===== src/rtl/svfs_pkg.sv =====
package svfs_pkg;

   // frame geometry
   localparam int BULK_VOICES        = 32;
   localparam int PACKED_VOICE_BYTES = 128;
   localparam int SINGLE_LONG_BYTES  = 155;
   localparam int BULK_BYTES         = BULK_VOICES * PACKED_VOICE_BYTES;
   localparam int VOICE_SHIFT        = $clog2(PACKED_VOICE_BYTES);

   localparam int COUNT_W = 13;
   localparam int VOICE_W = 5;
   localparam int INDEX_W = 8;
   localparam int SUM_W   = 7;

   // header and trailer bytes
   localparam logic [7:0] SYSEX_START  = 8'hF0;
   localparam logic [7:0] MAKER_ID     = 8'h43;
   localparam logic [7:0] CHANNEL_ZERO = 8'h00;
   localparam logic [7:0] BULK_TAG     = 8'h09;
   localparam logic [7:0] BULK_SIZE_HI = 8'h20;
   localparam logic [7:0] BULK_SIZE_LO = 8'h00;
   localparam logic [7:0] SINGLE_TAG   = 8'h00;
   localparam logic [7:0] SINGLE_HI    = 8'h01;
   localparam logic [7:0] SINGLE_LO    = 8'h1B;
   localparam logic [7:0] END_MARK     = 8'hF7;

   // frame format codes
   localparam logic [1:0] FMT_BULK   = 2'd0;
   localparam logic [1:0] FMT_SINGLE = 2'd1;
   localparam logic [1:0] FMT_PACKED = 2'd2;

   localparam logic RESULT_PAYLOAD = 1'b0;
   localparam logic RESULT_VERDICT = 1'b1;

   typedef enum logic [1:0] {
      MODE_SEARCH = 2'd0,
      MODE_BULK   = 2'd1,
      MODE_SINGLE = 2'd2,
      MODE_PACKED = 2'd3
   } scan_mode_type;

   // index 0 is the oldest byte
   typedef logic [4:0][7:0] window_type;

   typedef struct packed {
      logic               kind;
      logic [7:0]         data;
      logic [1:0]         format;
      logic [VOICE_W-1:0] voice;
      logic [INDEX_W-1:0] index;
      logic               checksum_ok;
      logic               end_mark_ok;
      logic               frame_ok;
   } result_type;

   function automatic logic [COUNT_W-1:0] payload_len(input logic [1:0] fmt);
      logic [COUNT_W-1:0] len;
      case (fmt)
         FMT_BULK:   len = COUNT_W'(BULK_BYTES);
         FMT_SINGLE: len = COUNT_W'(SINGLE_LONG_BYTES);
         default:    len = COUNT_W'(PACKED_VOICE_BYTES);
      endcase
      return len;
   endfunction

endpackage


===== src/rtl/sysex_voice_frame_scanner.sv =====
// Channel  Direction  Ports                                         Handshake
// req      in         req_in_byte, req_end_of_stream                req_valid/req_ready
// rsp      out        rsp_result_kind, rsp_data_byte, rsp_frame_format,
//                     rsp_voice_index, rsp_byte_index, rsp_checksum_ok,
//                     rsp_end_mark_ok, rsp_frame_ok                 rsp_valid/rsp_ready
//
// One word per cycle sustained while req_ready stays high.
// The rate is set by the update of the frame counter, checksum and
// header window, which every word needs before the next.
// Reset (synchronous, active high) returns to search with an empty window.
// Results pass through an output register backed by a skid register, so input is
// taken while one result waits; req_ready drops only when both are full.
module sysex_voice_frame_scanner
   import svfs_pkg::*;
(
   input  logic         clock,
   input  logic         reset,

   input  logic         req_valid,
   output logic         req_ready,
   input  logic [7:0]   req_in_byte,
   input  logic         req_end_of_stream,

   output logic         rsp_valid,
   input  logic         rsp_ready,
   output logic         rsp_result_kind,
   output logic [7:0]   rsp_data_byte,
   output logic [1:0]   rsp_frame_format,
   output logic [4:0]   rsp_voice_index,
   output logic [7:0]   rsp_byte_index,
   output logic         rsp_checksum_ok,
   output logic         rsp_end_mark_ok,
   output logic         rsp_frame_ok
);

   // scanner state
   window_type         window_ff, window_in;
   scan_mode_type      mode_ff, mode_in;
   logic [COUNT_W-1:0] count_ff, count_in;
   logic [SUM_W-1:0]   sum_ff, sum_in;
   logic               csm_ff, csm_in;

   // output register and skid stage
   result_type         out_ff, out_in;
   logic               out_valid_ff, out_valid_in;
   result_type         skid_ff, skid_in;
   logic               skid_valid_ff, skid_valid_in;

   logic               accept;
   logic               out_free;
   scan_mode_type      match;
   result_type         res;
   logic               res_valid;
   logic [1:0]         fmt;
   logic [COUNT_W-1:0] len;
   logic [7:0]         expected_cs;
   logic               end_mark;

   assign req_ready = !skid_valid_ff;
   assign accept    = req_valid && req_ready;
   assign out_free  = !out_valid_ff || rsp_ready;

   svfs_header_match u_match (
      .window  (window_ff),
      .in_byte (req_in_byte),
      .match   (match)
   );

   assign fmt         = 2'(mode_ff) - 2'd1;
   assign len         = payload_len(fmt);
   // (128 - sum) mod 128, compared over all eight bits
   assign expected_cs = {1'b0, SUM_W'(0) - sum_ff};
   assign end_mark    = (req_in_byte == END_MARK);

   always_comb begin
      window_in = window_ff;
      mode_in   = mode_ff;
      count_in  = count_ff;
      sum_in    = sum_ff;
      csm_in    = csm_ff;
      res       = '0;
      res_valid = 1'b0;

      if (accept) begin
         if (mode_ff == MODE_SEARCH) begin
            if (match != MODE_SEARCH) begin
               mode_in   = match;
               count_in  = '0;
               sum_in    = '0;
               csm_in    = 1'b0;
               window_in = '0;
            end else begin
               window_in = {req_in_byte, window_ff[4:1]};
            end
         end else if (count_ff < len) begin
            // payload word
            res.kind   = RESULT_PAYLOAD;
            res.data   = req_in_byte;
            res.format = fmt;
            if (fmt == FMT_BULK) begin
               res.voice = count_ff[VOICE_SHIFT +: VOICE_W];
               res.index = INDEX_W'(count_ff[VOICE_SHIFT-1:0]);
            end else begin
               res.index = count_ff[INDEX_W-1:0];
            end
            res_valid = 1'b1;
            sum_in    = sum_ff + req_in_byte[SUM_W-1:0];
            count_in  = count_ff + COUNT_W'(1);
         end else if (count_ff == len) begin
            // checksum word: checked, no result
            csm_in   = (req_in_byte == expected_cs);
            count_in = count_ff + COUNT_W'(1);
         end else begin
            // closing word: verdict
            res.kind        = RESULT_VERDICT;
            res.format      = fmt;
            res.checksum_ok = csm_ff;
            res.end_mark_ok = end_mark;
            res.frame_ok    = csm_ff && end_mark;
            res_valid       = 1'b1;
            mode_in         = MODE_SEARCH;
            count_in        = '0;
            sum_in          = '0;
            csm_in          = 1'b0;
         end

         // last word of the stream: back to reset state after handling it
         if (req_end_of_stream) begin
            window_in = '0;
            mode_in   = MODE_SEARCH;
            count_in  = '0;
            sum_in    = '0;
            csm_in    = 1'b0;
         end
      end
   end

   // result routing: skid drains first, it is only filled when the output holds
   always_comb begin
      out_in        = out_ff;
      out_valid_in  = out_valid_ff;
      skid_in       = skid_ff;
      skid_valid_in = skid_valid_ff;
      if (out_free) begin
         if (skid_valid_ff) begin
            out_in        = skid_ff;
            out_valid_in  = 1'b1;
            skid_valid_in = 1'b0;
         end else begin
            out_in       = res;
            out_valid_in = res_valid;
         end
      end else if (res_valid) begin
         skid_in       = res;
         skid_valid_in = 1'b1;
      end
   end

   always_ff @(posedge clock) begin
      if (reset) begin
         window_ff     <= '0;
         mode_ff       <= MODE_SEARCH;
         count_ff      <= '0;
         sum_ff        <= '0;
         csm_ff        <= 1'b0;
         out_valid_ff  <= 1'b0;
         skid_valid_ff <= 1'b0;
      end else begin
         window_ff     <= window_in;
         mode_ff       <= mode_in;
         count_ff      <= count_in;
         sum_ff        <= sum_in;
         csm_ff        <= csm_in;
         out_valid_ff  <= out_valid_in;
         skid_valid_ff <= skid_valid_in;
      end
   end

   always_ff @(posedge clock) begin
      out_ff  <= out_in;
      skid_ff <= skid_in;
   end

   assign rsp_valid        = out_valid_ff;
   assign rsp_result_kind  = out_ff.kind;
   assign rsp_data_byte    = out_ff.data;
   assign rsp_frame_format = out_ff.format;
   assign rsp_voice_index  = out_ff.voice;
   assign rsp_byte_index   = out_ff.index;
   assign rsp_checksum_ok  = out_ff.checksum_ok;
   assign rsp_end_mark_ok  = out_ff.end_mark_ok;
   assign rsp_frame_ok     = out_ff.frame_ok;

endmodule


===== src/rtl/svfs_header_match.sv =====
module svfs_header_match
   import svfs_pkg::*;
(
   input  window_type    window,
   input  logic [7:0]    in_byte,
   output scan_mode_type match
);

   logic prefix;

   assign prefix = (window[0] == SYSEX_START) && (window[1] == MAKER_ID) &&
                   (window[2] == CHANNEL_ZERO);

   // bulk is tested first: it also fits the packed pattern
   always_comb begin
      match = MODE_SEARCH;
      if (prefix) begin
         if (window[3] == BULK_TAG && window[4] == BULK_SIZE_HI &&
             in_byte == BULK_SIZE_LO) begin
            match = MODE_BULK;
         end else if (window[3] == SINGLE_TAG && window[4] == SINGLE_HI &&
                      in_byte == SINGLE_LO) begin
            match = MODE_SINGLE;
         end else if (window[3] == BULK_TAG) begin
            match = MODE_PACKED;
         end
      end
   end

endmodule

===== config.mk =====
export PLATFORM = sky130hd
export DESIGN_NAME = sysex_voice_frame_scanner
export DESIGN_NICKNAME = d
export VERILOG_FILES = /design/src/rtl/svfs_pkg.sv /design/src/rtl/sysex_voice_frame_scanner.sv /design/src/rtl/svfs_header_match.sv
export SDC_FILE = /design/constraint.sdc
export NUM_CORES = 1
export LEC_CHECK = 0
export BUFFER_PORTS_ARGS = -buffer_cell sky130_fd_sc_hd__buf_2
export CELL_PAD_IN_SITES_DETAIL_PLACEMENT = 1
export CELL_PAD_IN_SITES_GLOBAL_PLACEMENT = 1
export CORE_ASPECT_RATIO = 1.2
export CORE_MARGIN = 2
export CORE_UTILIZATION = 53
export CTS_BUF_LIST = sky130_fd_sc_hd__clkbuf_8
export DETAILED_ROUTE_END_ITERATION = 10
export GPL_ROUTABILITY_DRIVEN = 0
export PLACE_DENSITY_LB_ADDON = 0.12
export SETUP_SLACK_MARGIN = 0.4
export SKIP_CTS_REPAIR_TIMING = 1
export SLEW_MARGIN = 20
export SYNTH_ARGS = -nofsm -noshare
export SYNTH_HDL_FRONTEND = slang
export SYNTH_SLANG_ARGS = --single-unit

===== constraint.sdc =====
create_clock -name clock -period 11.5 [get_ports clock]
set_input_delay 1.725 -clock clock [delete_from_list [all_inputs] [get_ports clock]]
set_output_delay 1.725 -clock clock [all_outputs]
set_load 0.01 [all_outputs]

==> key figures, run 1 <==
Run status
  • Status: completed

STA
  • Setup Skew: 0.0107 ns
  • Final-report setup violation count: 0
  • Fin crit share: 35.4%
  • RSZ-0062 raised after global routing: no
  • Worst setup margin: 7.43 ns
  • FMAX: 246 MHz
  • Period minus WS final: 4.07 ns
  • Worst slew margin: 30.4%
  • Final Hold Vio Count: 0
  • Worst Tran Pin Value: roughly 1.0 ns
  • Count of pins over their slew limit: 0
  • Setup TNS: 0 ns

Drt
  • Drt total wl: 14.3 mm
  • DRC viols: 0
  • Routed vias: 4330
  • DRT Pass-1 Iters: 5
  • Per-cell routed wire length: 20.5 um
  • Iter 0 DRT Violations: 247
  • Routed Antenna Nets: 0
  • Vias/cell: between 6 and 7

Worst setup path
  • Worst path arrival time: 4.15 ns
  • CP Launch Type: input pin
  • Worst-path maximum fanout: 27
  • Largest stage delay, worst path: 0.82 ns
  • Critical Path Sink Type: flop
  • Critical-path top delay cell: nor2_1
  • CP Cell Sequence: buf_2 -> nand2_1 -> nor2_1 -> o21ai_0 -> nor2_4
  • Crit Path Category: input pin to flop
  • Reg-to-reg setup timing slack: 7.67 ns
  • Critical Path RT: 11.58 ns

CTS
  • Root Driver: clkbuf_8
  • CTS HTree Levels: 4
  • CTS tree: yes
  • Worst-Skew Late Latency: 0.45 ns
  • Longest Clk Path Bufs: 2
  • Clock sink count: 119
  • Clock slew at reported path FFs: 0.07 ns
  • TritonCTS buffer count: 17

GRT
  • GR Overflow Total: 0
  • Global-route wire length before repair: between 20 and 25 mm
  • Initial antenna violation count: 0
  • Largest net degree at the start of global routing: between 70 and 80
  • GRT Total Usage: 27.0%
  • Number of global-route vias before repair: 4602

Cells and area
  • Final net count: between 500 and 600
  • Antenna diodes: 0
  • Final-layout fill cell count: 1117
  • Area grow syn2layout: 11.5%
  • Layout cells sized above 1: 14.9%

Synthesis
  • Main synth FF type: dfxtp_1
  • Syn avg cell area: 10.6 um^2
  • Sequential element share of the synthesized area: roughly 53%
  • Synth Net Count: 551
  • Synth warnings: 0
  • Async S/R FF share, synth: 0%
  • Post-synthesis instance total: 518
  • Yosys cell types: 60
  • FF+latch count, synth: 119
  • Post-synth EDFFs: 54
  • Cell area after synthesis: 5490 um^2

Floorplanning
  • # rows: 40
  • Die H: 116 um
  • Die W: between 90 and 100 um
  • Die area: 11200 um^2
  • Initial core utilization: between 50% and 60%
  • Core area: 10100 um^2
  • Io pins: 42

Placed design
  • Setup WS pre-CTS: 7.14 ns
  • Number of port buffers: 41
  • Hpwl dp: 9.67 mm

Power
  • Lkg Pwr: 0.00274 uW
  • Peak supply drop: 0.0000951 V
  • Power density over the cells: 135 nW/um^2

Job
  • Max-Cap Viols: 0

Worst hold path
  • Worst Hold Class: flop to flop
[Yosys cell counts (all sizes together), types with 6 or more instances]
cell    count  area share, %
a21o       27            3.7
a21oi      16            1.5
a22oi      41            5.6
and3       27            3.1
clkbuf     23            1.6
dfxtp      65             24
edfxtp     54             30
ha         19            4.3
inv        14           0.96
nand2      20            1.4
nand2b      8           0.91
nand3       6           0.55
nand3b      9            1.2
nand4       8           0.91
nor2       64            4.4
nor2b      11            1.3
nor3        7           0.64
nor4        7           0.91
o21ai      21            1.9
xnor2       6           0.96
[where the power goes]
part	leakage (uW)	total, uW	switching [uW]	internal, uW
Sequential	0.00115	443	2.38	441
Clock	0.000201	351	166	185
Combinational	0.00139	32.3	22.3	10.1
[placed cells by master, fill, tap and decap left out, types with 3 or more instances in the layout]
master and instances:
a21o_1 27, a21oi_1 16, a22oi_1 41, a31oi_1 4, and3_1 27, buf_2 41, buf_4 5, clkbuf_8 17
clkinv_2 6, dfxtp_1 65, edfxtp_1 54, ha_1 19, inv_1 19, nand2_1 20, nand2b_1 8, nand3_1 6
nand3b_1 9, nand4_1 8, nand4b_1 3, nor2_1 62, nor2b_1 11, nor3_1 7, nor4_1 6, nor4b_1 3
o21ai_0 21, o31ai_1 4, or3_1 4, xnor2_1 6, xor2_1 5
[area by class of cell]
| class | count | area, um^2 | share of cell area [%] |
|---|---|---|---|
| clock inverters | 15 | 124 | 2.02 |
| clock buffers | 17 | 234 | 3.82 |
| multi-input cells | 358 | 2390 | 39.1 |
| well taps | 126 | 158 | 2.57 |
| repair buffers | 46 | 243 | 3.96 |
| flip-flops and latches | 119 | 2920 | 47.7 |
| inverters | 14 | 52.6 | 0.858 |
[layer usage]
layer	share of wire [%]	vias to the layer above	routed length, um	track usage (%)
met2	51	118	7310	47.0
met1	41	2148	5820	31.0
met5	0	-	0	0
met4	3.8	0	536	14.4
li1	-	2018	-	-
met3	4.1	46	587	6.51
[stage by stage]
stage	area [um^2]	instances	utilization, %	hold WS, ns	power, uW
finish	6130	695	60.9	0.505	826
global route	6130	695	60.9	0.529	854
floorplan	5490	518	-	0.457	474
CTS	6130	695	60.9	0.507	829
detailed placement	5770	663	57.4	0.488	484
global placement	5760	663	57.3	0.473	482
[cell families (layout without fill, tap and decap cells)]
logic type / Yosys count / count (layout) / synth area share, %
buffers and inverters: 41 / 92 / 3.39
flip-flops: 119 / 119 / 53.2
adder cells (fa/ha/maj): 20 / 20 / 4.69
AND/OR/NAND/NOR: 192 / 192 / 18.9
AO/OA/AOI/OAI: 135 / 135 / 18.0
XOR/XNOR: 11 / 11 / 1.75
[flip-flops by register name, indices dropped and copies added (netlist names), 2 cells and up]
name / cells
window_ff: 40
skid_ff: 27
count_ff: 13
rsp_byte_index: 8
rsp_data_byte: 8
sum_ff: 7
rsp_voice_index: 5
mode_ff: 2
rsp_frame_format: 2
[path summary, 6_finish.rpt]
| check | startpoint | to | cells after the start |
|---|---|---|---|
| worst max register to register | mode_ff[0]$_SDFFE_PP0P_ | skid_ff[8]$_DFFE_PP_ | 10 |
| worst min register to register | window_ff[5]$_SDFFE_PP0P_ | window_ff[5]$_SDFFE_PP0P_ | 2 |
| worst min-delay path | window_ff[5]$_SDFFE_PP0P_ | window_ff[5]$_SDFFE_PP0P_ | 2 |
| worst max-delay path | req_valid | skid_ff[8]$_DFFE_PP_ | 5 |
[critical path: cells and delay by family]
family / cells / cell delay (ns)
AND/OR/NAND/NOR: 3 / 1.74
AO/OA/AOI/OAI: 1 / 0.56
buffers and inverters: 1 / 0.11
(Power assumes the default switching activity.)
==> run 2, diff against run 1 <==
--- a/config.mk
+++ b/config.mk
@@ -5,12 +5,13 @@
 export SDC_FILE = /design/constraint.sdc
 export NUM_CORES = 1
 export LEC_CHECK = 0
+export ABC_AREA = 1
 export BUFFER_PORTS_ARGS = -buffer_cell sky130_fd_sc_hd__buf_2
 export CELL_PAD_IN_SITES_DETAIL_PLACEMENT = 1
 export CELL_PAD_IN_SITES_GLOBAL_PLACEMENT = 1
 export CORE_ASPECT_RATIO = 1.2
 export CORE_MARGIN = 2
-export CORE_UTILIZATION = 53
+export CORE_UTILIZATION = 48
 export CTS_BUF_LIST = sky130_fd_sc_hd__clkbuf_8
 export DETAILED_ROUTE_END_ITERATION = 10
 export GPL_ROUTABILITY_DRIVEN = 0
==> constraint.sdc (replaced) <==
create_clock -name clock -period 4.2 [get_ports clock]
set_input_delay 0.63 -clock clock [delete_from_list [all_inputs] [get_ports clock]]
set_output_delay 0.63 -clock clock [all_outputs]
set_load 0.01 [all_outputs]
==> run 2 against run 1 <==
Routed wire length rose by 21%. Final cell count rose by 38%. Clock skew increased by 0.0021 ns. Non-clock buffer count fell by 1. Sequential share of layout area is 5.1 points lower. Clock-buffer cell count is the same. Via count increased by 19%. Critical path type is now flop to flop. Worst setup slack got worse by 6.6 ns. Die area rose by 23%. Combinational power increased to 12 times the previous value.
==> key figures, run 2 <==
GRT
  • GR Overflow Total: 0
  • Global-route wire length before repair: 27.8 mm
  • Met1 usage: 29.0%
  • GRT Total Usage: 26.3%
  • Largest net degree at the start of global routing: 47
  • Number of global-route vias before repair: 5421
  • M3 GR Usage: approximately 5.6%
  • Initial antenna violation count: 0
  • Most Crowded Layer GR: met2
  • M2 GR Usage: 48.4%

Cells and area
  • Fin area: 6860 um^2
  • Layout cells sized above 1: roughly 16%
  • Fin cells: 962
  • Sequential standard cell area: about 3000 um^2
  • Most common cell after layout, fill and taps aside: nand2_1
  • Area of the multi-input gates: 2800 um^2
  • Biggest regs: window_ff x40, skid_ff x27, count_ff x13
  • Largest register by flop count: window_ff
  • Max reg flops: 40
  • Final-layout fill cell count: 1576
  • Commonest non-fill, non-tap cells in the layout: nand2_1 (212), nor2_1 (91), inv_1 (70), dfxtp_1 (65), edfxtp_1 (54)
  • Area grow syn2layout: 11.0%
  • Antenna diodes: 0
  • Final net count: 818

STA
  • RSZ-0062 raised after global routing: no
  • Fin crit share: 80.6%
  • Final Hold Vio Count: 0
  • Worst slew margin: 28.2%
  • Final Hold Slack: 0.472 ns
  • Worst Tran Pin Value: 1.07 ns
  • Period minus WS final: 3.39 ns
  • FMAX: 295 MHz
  • Setup TNS: 0 ns
  • Count of pins over their slew limit: 0
  • Final-report setup violation count: 0
  • Setup Skew: 0.0129 ns

Synthesis
  • FF+latch count, synth: 119
  • Post-synthesis instance total: 746
  • Most common cell in the synthesized netlist: nand2_1
  • Sequential element share of the synthesized area: ~47%
  • Cell area after synthesis: ~6000 um^2
  • Syn avg cell area: 8.28 um^2
  • Async S/R FF share, synth: 0%
  • Post-synth EDFFs: 54
  • Synth Net Count: ~780
  • Largest cells by area after synthesis: edfxtp_1 (26%), dfxtp_1 (21%), nand2_1 (13%)
  • Synth warnings: 0
  • Commonest cells post-synth: nand2_1 (212), nor2_1 (92), inv_1 (69), dfxtp_1 (65), edfxtp_1 (54)
  • Main synth FF type: dfxtp_1
  • Synth area leader: edfxtp_1
  • Yosys cell types: 43
  • Synth top area share: 26.3%

Job
  • Max-Cap Viols: 0

Power
  • Sequential share of power: a little under half
  • Power density over the cells: 401 nW/um^2
  • Comb power frac: 14.6%
  • Lkg Pwr: 0.00302 uW
  • P_int: 1900 uW
  • Switching power as a share of total power: 30.7%
  • Net switching power: 844 uW
  • Clk pwr share: between 30% and 40%
  • Peak supply drop: around 0.00019 V

Worst hold path
  • Worst Hold Class: flop to flop
  • Hold Path Cell Cnt: 2

CTS
  • Longest Clk Path Bufs: 2
  • Worst-Skew Late Latency: 0.45 ns
  • CTS tree: yes
  • Clock slew at reported path FFs: 0.08 ns
  • Root Driver: clkbuf_8
  • Clock sink count: 119
  • TritonCTS buffer count: 17
  • CTS HTree Levels: 4

Floorplanning
  • # rows: 45
  • Core area: 12600 um^2
  • Die H: 128 um
  • Die area: between 10000 and 15000 um^2
  • Die W: between 100 and 150 um
  • Initial core utilization: between 40% and 50%
  • Io pins: 42

Worst setup path
  • Worst-path maximum fanout: 31
  • Critical Path Sink Type: flop
  • CP Launch Type: flop
  • Critical Path RT: ~4.3 ns
  • Crit Path Category: flop to flop
  • Reg2Reg Depth: 14
  • Worst path arrival time: 3.52 ns

Drt
  • DRT Pass-1 Iters: 5
  • Iter 0 DRT Violations: 225
  • DRC viols: 0
  • Per-cell routed wire length: 17.9 um
  • Routed Antenna Nets: 0
  • Vias/cell: approximately 5.4
  • Routed vias: between 5000 and 6000
  • Drt total wl: 17.2 mm

Placed design
  • Hpwl dp: ~12 mm
  • Placed instance count: just over 900
  • Number of port buffers: 41
  • Placed cell area: approximately 6500 um^2

Run status
  • Status: completed
==> run 2: changes by cell type after synthesis, moves of 18 or more <==
| cell | delta |
|---|---|
| nor2_1 | +28 |
| nand2_1 | +192 |
| nand4_1 | +18 |
| a21oi_1 | +32 |
| and3_1 | -25 |
| a22oi_1 | -41 |
| inv_1 | +55 |
| nand3_1 | +26 |
==> run 2: per-layer routing <==
layer,share of wire (%),up-vias
met5,0,-
met4,3.7,0
met1,39,2508
met3,2.7,42
met2,54,97
li1,-,2523
==> run 2: path summary, 6_finish.rpt <==
check / startpoint / endpoint / slack (ns)
worst min register to register: window_ff[4]$_SDFFE_PP0P_ / window_ff[4]$_SDFFE_PP0P_ / 0.47
worst min-delay path: window_ff[4]$_SDFFE_PP0P_ / window_ff[4]$_SDFFE_PP0P_ / 0.47
worst max-delay path: mode_ff[0]$_SDFFE_PP0P_ / skid_ff[11]$_DFFE_PP_ / 0.81
worst max register to register: mode_ff[0]$_SDFFE_PP0P_ / skid_ff[11]$_DFFE_PP_ / 0.81
==> run 2: through the flow <==
stage	total power, uW	worst slack (ns)	utilization [%]
3_5_place_dp	1690	0.875	51.2
6_report	2750	0.815	54.4
3_3_place_gp	1670	1.08	51.2
2_1_floorplan	1600	1.12	-
5_1_grt	2860	0.607	54.4
4_1_cts	2760	0.644	54.3
==> run 2: final cells by class <==
cell class / count / area share, %
flip-flops and latches: 119 / 42.6
well taps: 164 / 2.99
inverters: 76 / 4.23
clock buffers: 17 / 3.41
repair buffers: 45 / 3.43
clock inverters: 15 / 2.41
multi-input cells: 526 / 40.9
==> run 2: logic make-up after synthesis <==
family                     after synthesis  share of synthesized area [%]
and+or+nand+nor                        416                           32.4
adders and majority gates               20                           4.18
DFF                                    119                           47.3
AOI/OAI and AO/OA                       82                           7.54
buffers and inverters                  101                           7.38
xor gates and xnor gates                 8                           1.14
==> run 2: worst max-delay path, cell delays in order, from the launching register on <==
cell and delay (ns):
dfxtp_1 0.41, inv_1 0.11, ha_1 0.24, inv_1 0.17
ha_1 0.32, nand2_1 0.10, nand2_1 0.08, nor2_1 0.11
nand2_1 0.10, nand2_2 0.12, nand2_4 0.30, inv_1 0.21
o21ai_2 0.13, nor2_4 0.35, buf_4 0.32
==> run 2: power groups by stage <==
stage	registers, uW	clock network, uW	logic [uW]
3_5_place_dp	1290	0	391
3_3_place_gp	1290	0	376
5_1_grt	1270	1140	445
6_report	1270	1080	402
2_1_floorplan	1300	0	297
4_1_cts	1270	1090	403
==> run 3, diff against run 2 <==
==> constraint.sdc (replaced) <==
create_clock -name clock -period 3.26 [get_ports clock]
set_input_delay 0.489 -clock clock [delete_from_list [all_inputs] [get_ports clock]]
set_output_delay 0.489 -clock clock [all_outputs]
set_load 0.01 [all_outputs]
==> run 3 against run 2 <==
Via count up 0.39%. Clock power up 23%. Routed wire length down 3.2%. Fmax up 25%. First-iteration DRC count down 3.6%. Largest power group unchanged. Sequential power up 29%. Global-route usage down 0.67 points.
==> key figures, run 3 (synthesis results as in run 2) <==
STA
  • Worst Tran Pin Value: roughly 0.65 ns
  • Setup Skew: 0.0117 ns
  • RSZ-0062 raised after global routing: no
  • FMAX: between 300 and 400 MHz
  • Final-report setup violation count: 0
  • Period minus WS final: 2.71 ns
  • Count of pins over their slew limit: 0
  • Worst slew margin: 56.3%
  • Final Hold Vio Count: 0
  • Setup TNS: 0 ns
  • Fin crit share: 83.1%

Power
  • Power density over the cells: 507 nW/um^2
  • Lkg Pwr: 0.00303 uW
  • Peak supply drop: 0.000275 V

Worst setup path
  • Reg2Reg Depth: 14
  • Worst-path maximum fanout: 15
  • Crit Path Category: flop to flop
  • Critical Path Sink Type: flop
  • CP Launch Type: flop
  • Critical Path RT: roughly 3.4 ns
  • Worst path arrival time: roughly 2.9 ns

Worst hold path
  • Worst Hold Class: input pin to flop
  • Hold Path Cell Cnt: 3

CTS
  • CTS tree: yes
  • TritonCTS buffer count: 17
  • Longest Clk Path Bufs: 2
  • Clock sink count: 119
  • Clock slew at reported path FFs: approximately 0.08 ns
  • CTS HTree Levels: 4
  • Worst-Skew Late Latency: 0.46 ns
  • Root Driver: clkbuf_8

Floorplanning
  • Die H: 128 um
  • Die area: 13800 um^2
  • Io pins: 42
  • Core area: roughly 13000 um^2
  • # rows: 45
  • Die W: 108 um
  • Initial core utilization: 48.9%

GRT
  • Largest net degree at the start of global routing: 46
  • Initial antenna violation count: 0
  • Met1 usage: 27.8%
  • M2 GR Usage: 45.9%
  • GR Overflow Total: 0
  • M3 GR Usage: under 10%
  • Global-route wire length before repair: 27.2 mm
  • Most Crowded Layer GR: met2
  • GRT Total Usage: 25.7%
  • Number of global-route vias before repair: roughly 5400

Drt
  • DRC viols: 0
  • Vias/cell: 5.37
  • Per-cell routed wire length: 17.3 um
  • Drt total wl: 16.7 mm
  • Routed vias: about 5200
  • DRT Pass-1 Iters: 5
  • Iter 0 DRT Violations: 217
  • Routed Antenna Nets: 0

Cells and area
  • Final-layout fill cell count: between 1500 and 2000
  • Fin area: 6900 um^2
  • Commonest non-fill, non-tap cells in the layout: nand2_1 (212), nor2_1 (91), inv_1 (70), dfxtp_1 (64), edfxtp_1 (54)
  • Largest register by flop count: window_ff
  • Area grow syn2layout: 11.8%
  • Area of the multi-input gates: 2810 um^2
  • Max reg flops: 40
  • Most common cell after layout, fill and taps aside: nand2_1
  • Layout cells sized above 1: 16.1%
  • Sequential standard cell area: 2920 um^2
  • Biggest regs: window_ff x40, skid_ff x27, count_ff x13
  • Final net count: ~800
  • Antenna diodes: 0

Job
  • Max-Cap Viols: 0

Placed design
  • Number of port buffers: 41
  • Hpwl dp: around 12 mm
  • Placed cell area: between 6000 and 7000 um^2

Run status
  • Status: completed
[run 3: cell count changes in the layout (fill, tap and decap cells not counted), moves of 2 or more]
cell        delta
clkinv_2       +2
inv_6          -4
buf_6          +2
clkinvlp_4     +3
[run 3: cell type report]
class,instances,share of cell area (%)
Multi-Input combinational cell,526,40.7
Clock inverter,15,2.23
Sequential cell,119,42.4
Inverter,76,4.20
Timing Repair Buffer,49,4.13
Tap cell,164,2.97
Clock buffer,17,3.39
[run 3: routing by layer]
layer  share of wire (%)  routed length, um
met1                  40               6670
met2                  53               8780
met3                 2.8                465
met4                 4.5                758
met5                   0                  0
[run 3: power by group]
part           leakage (uW)  switching (uW)  internal [uW]
logic               0.00173             369            160
registers           0.00112            31.8           1600
clock network      0.000182             654            678
total               0.00303            1050           2440
[run 3: worst max-delay path, stage by stage (launching register included)]
cell and delay [ns]:
dfxtp_2 0.34, inv_1 0.11, ha_1 0.22, inv_1 0.10, ha_1 0.33, nand2_1 0.11, nand2_1 0.09, nor2_1 0.10
nand2_1 0.08, nand2_2 0.14, nand2_8 0.14, inv_1 0.15, o21ai_2 0.13, nor2_4 0.16, buf_6 0.19
[run 3: through the flow]
step | total power, uW | setup WS, ns | std cells | hold slack (ns) | util (%)
global route | 3640 | 0.401 | 966 | 0.354 | 54.7
floorplan | 2060 | 0.627 | 746 | 0.440 | -
CTS | 3520 | 0.379 | 966 | 0.325 | 54.6
global placement | 2160 | 0.742 | 934 | 0.456 | 51.5
finish | 3500 | 0.550 | 966 | 0.344 | 54.7
detailed placement | 2190 | 0.468 | 934 | 0.460 | 51.5
[run 3: worst paths after layout]
kind                                           startpoint                    endpoint  slack (ns)
worst max-delay path              mode_ff[0]$_SDFFE_PP0P_       skid_ff[19]$_DFFE_PP_        0.55
worst min-delay path                       req_in_byte[2]  window_ff[34]$_SDFFE_PP0P_        0.34
worst max register to register    mode_ff[0]$_SDFFE_PP0P_       skid_ff[19]$_DFFE_PP_        0.55
worst min register to register  window_ff[0]$_SDFFE_PP0P_   window_ff[0]$_SDFFE_PP0P_        0.47
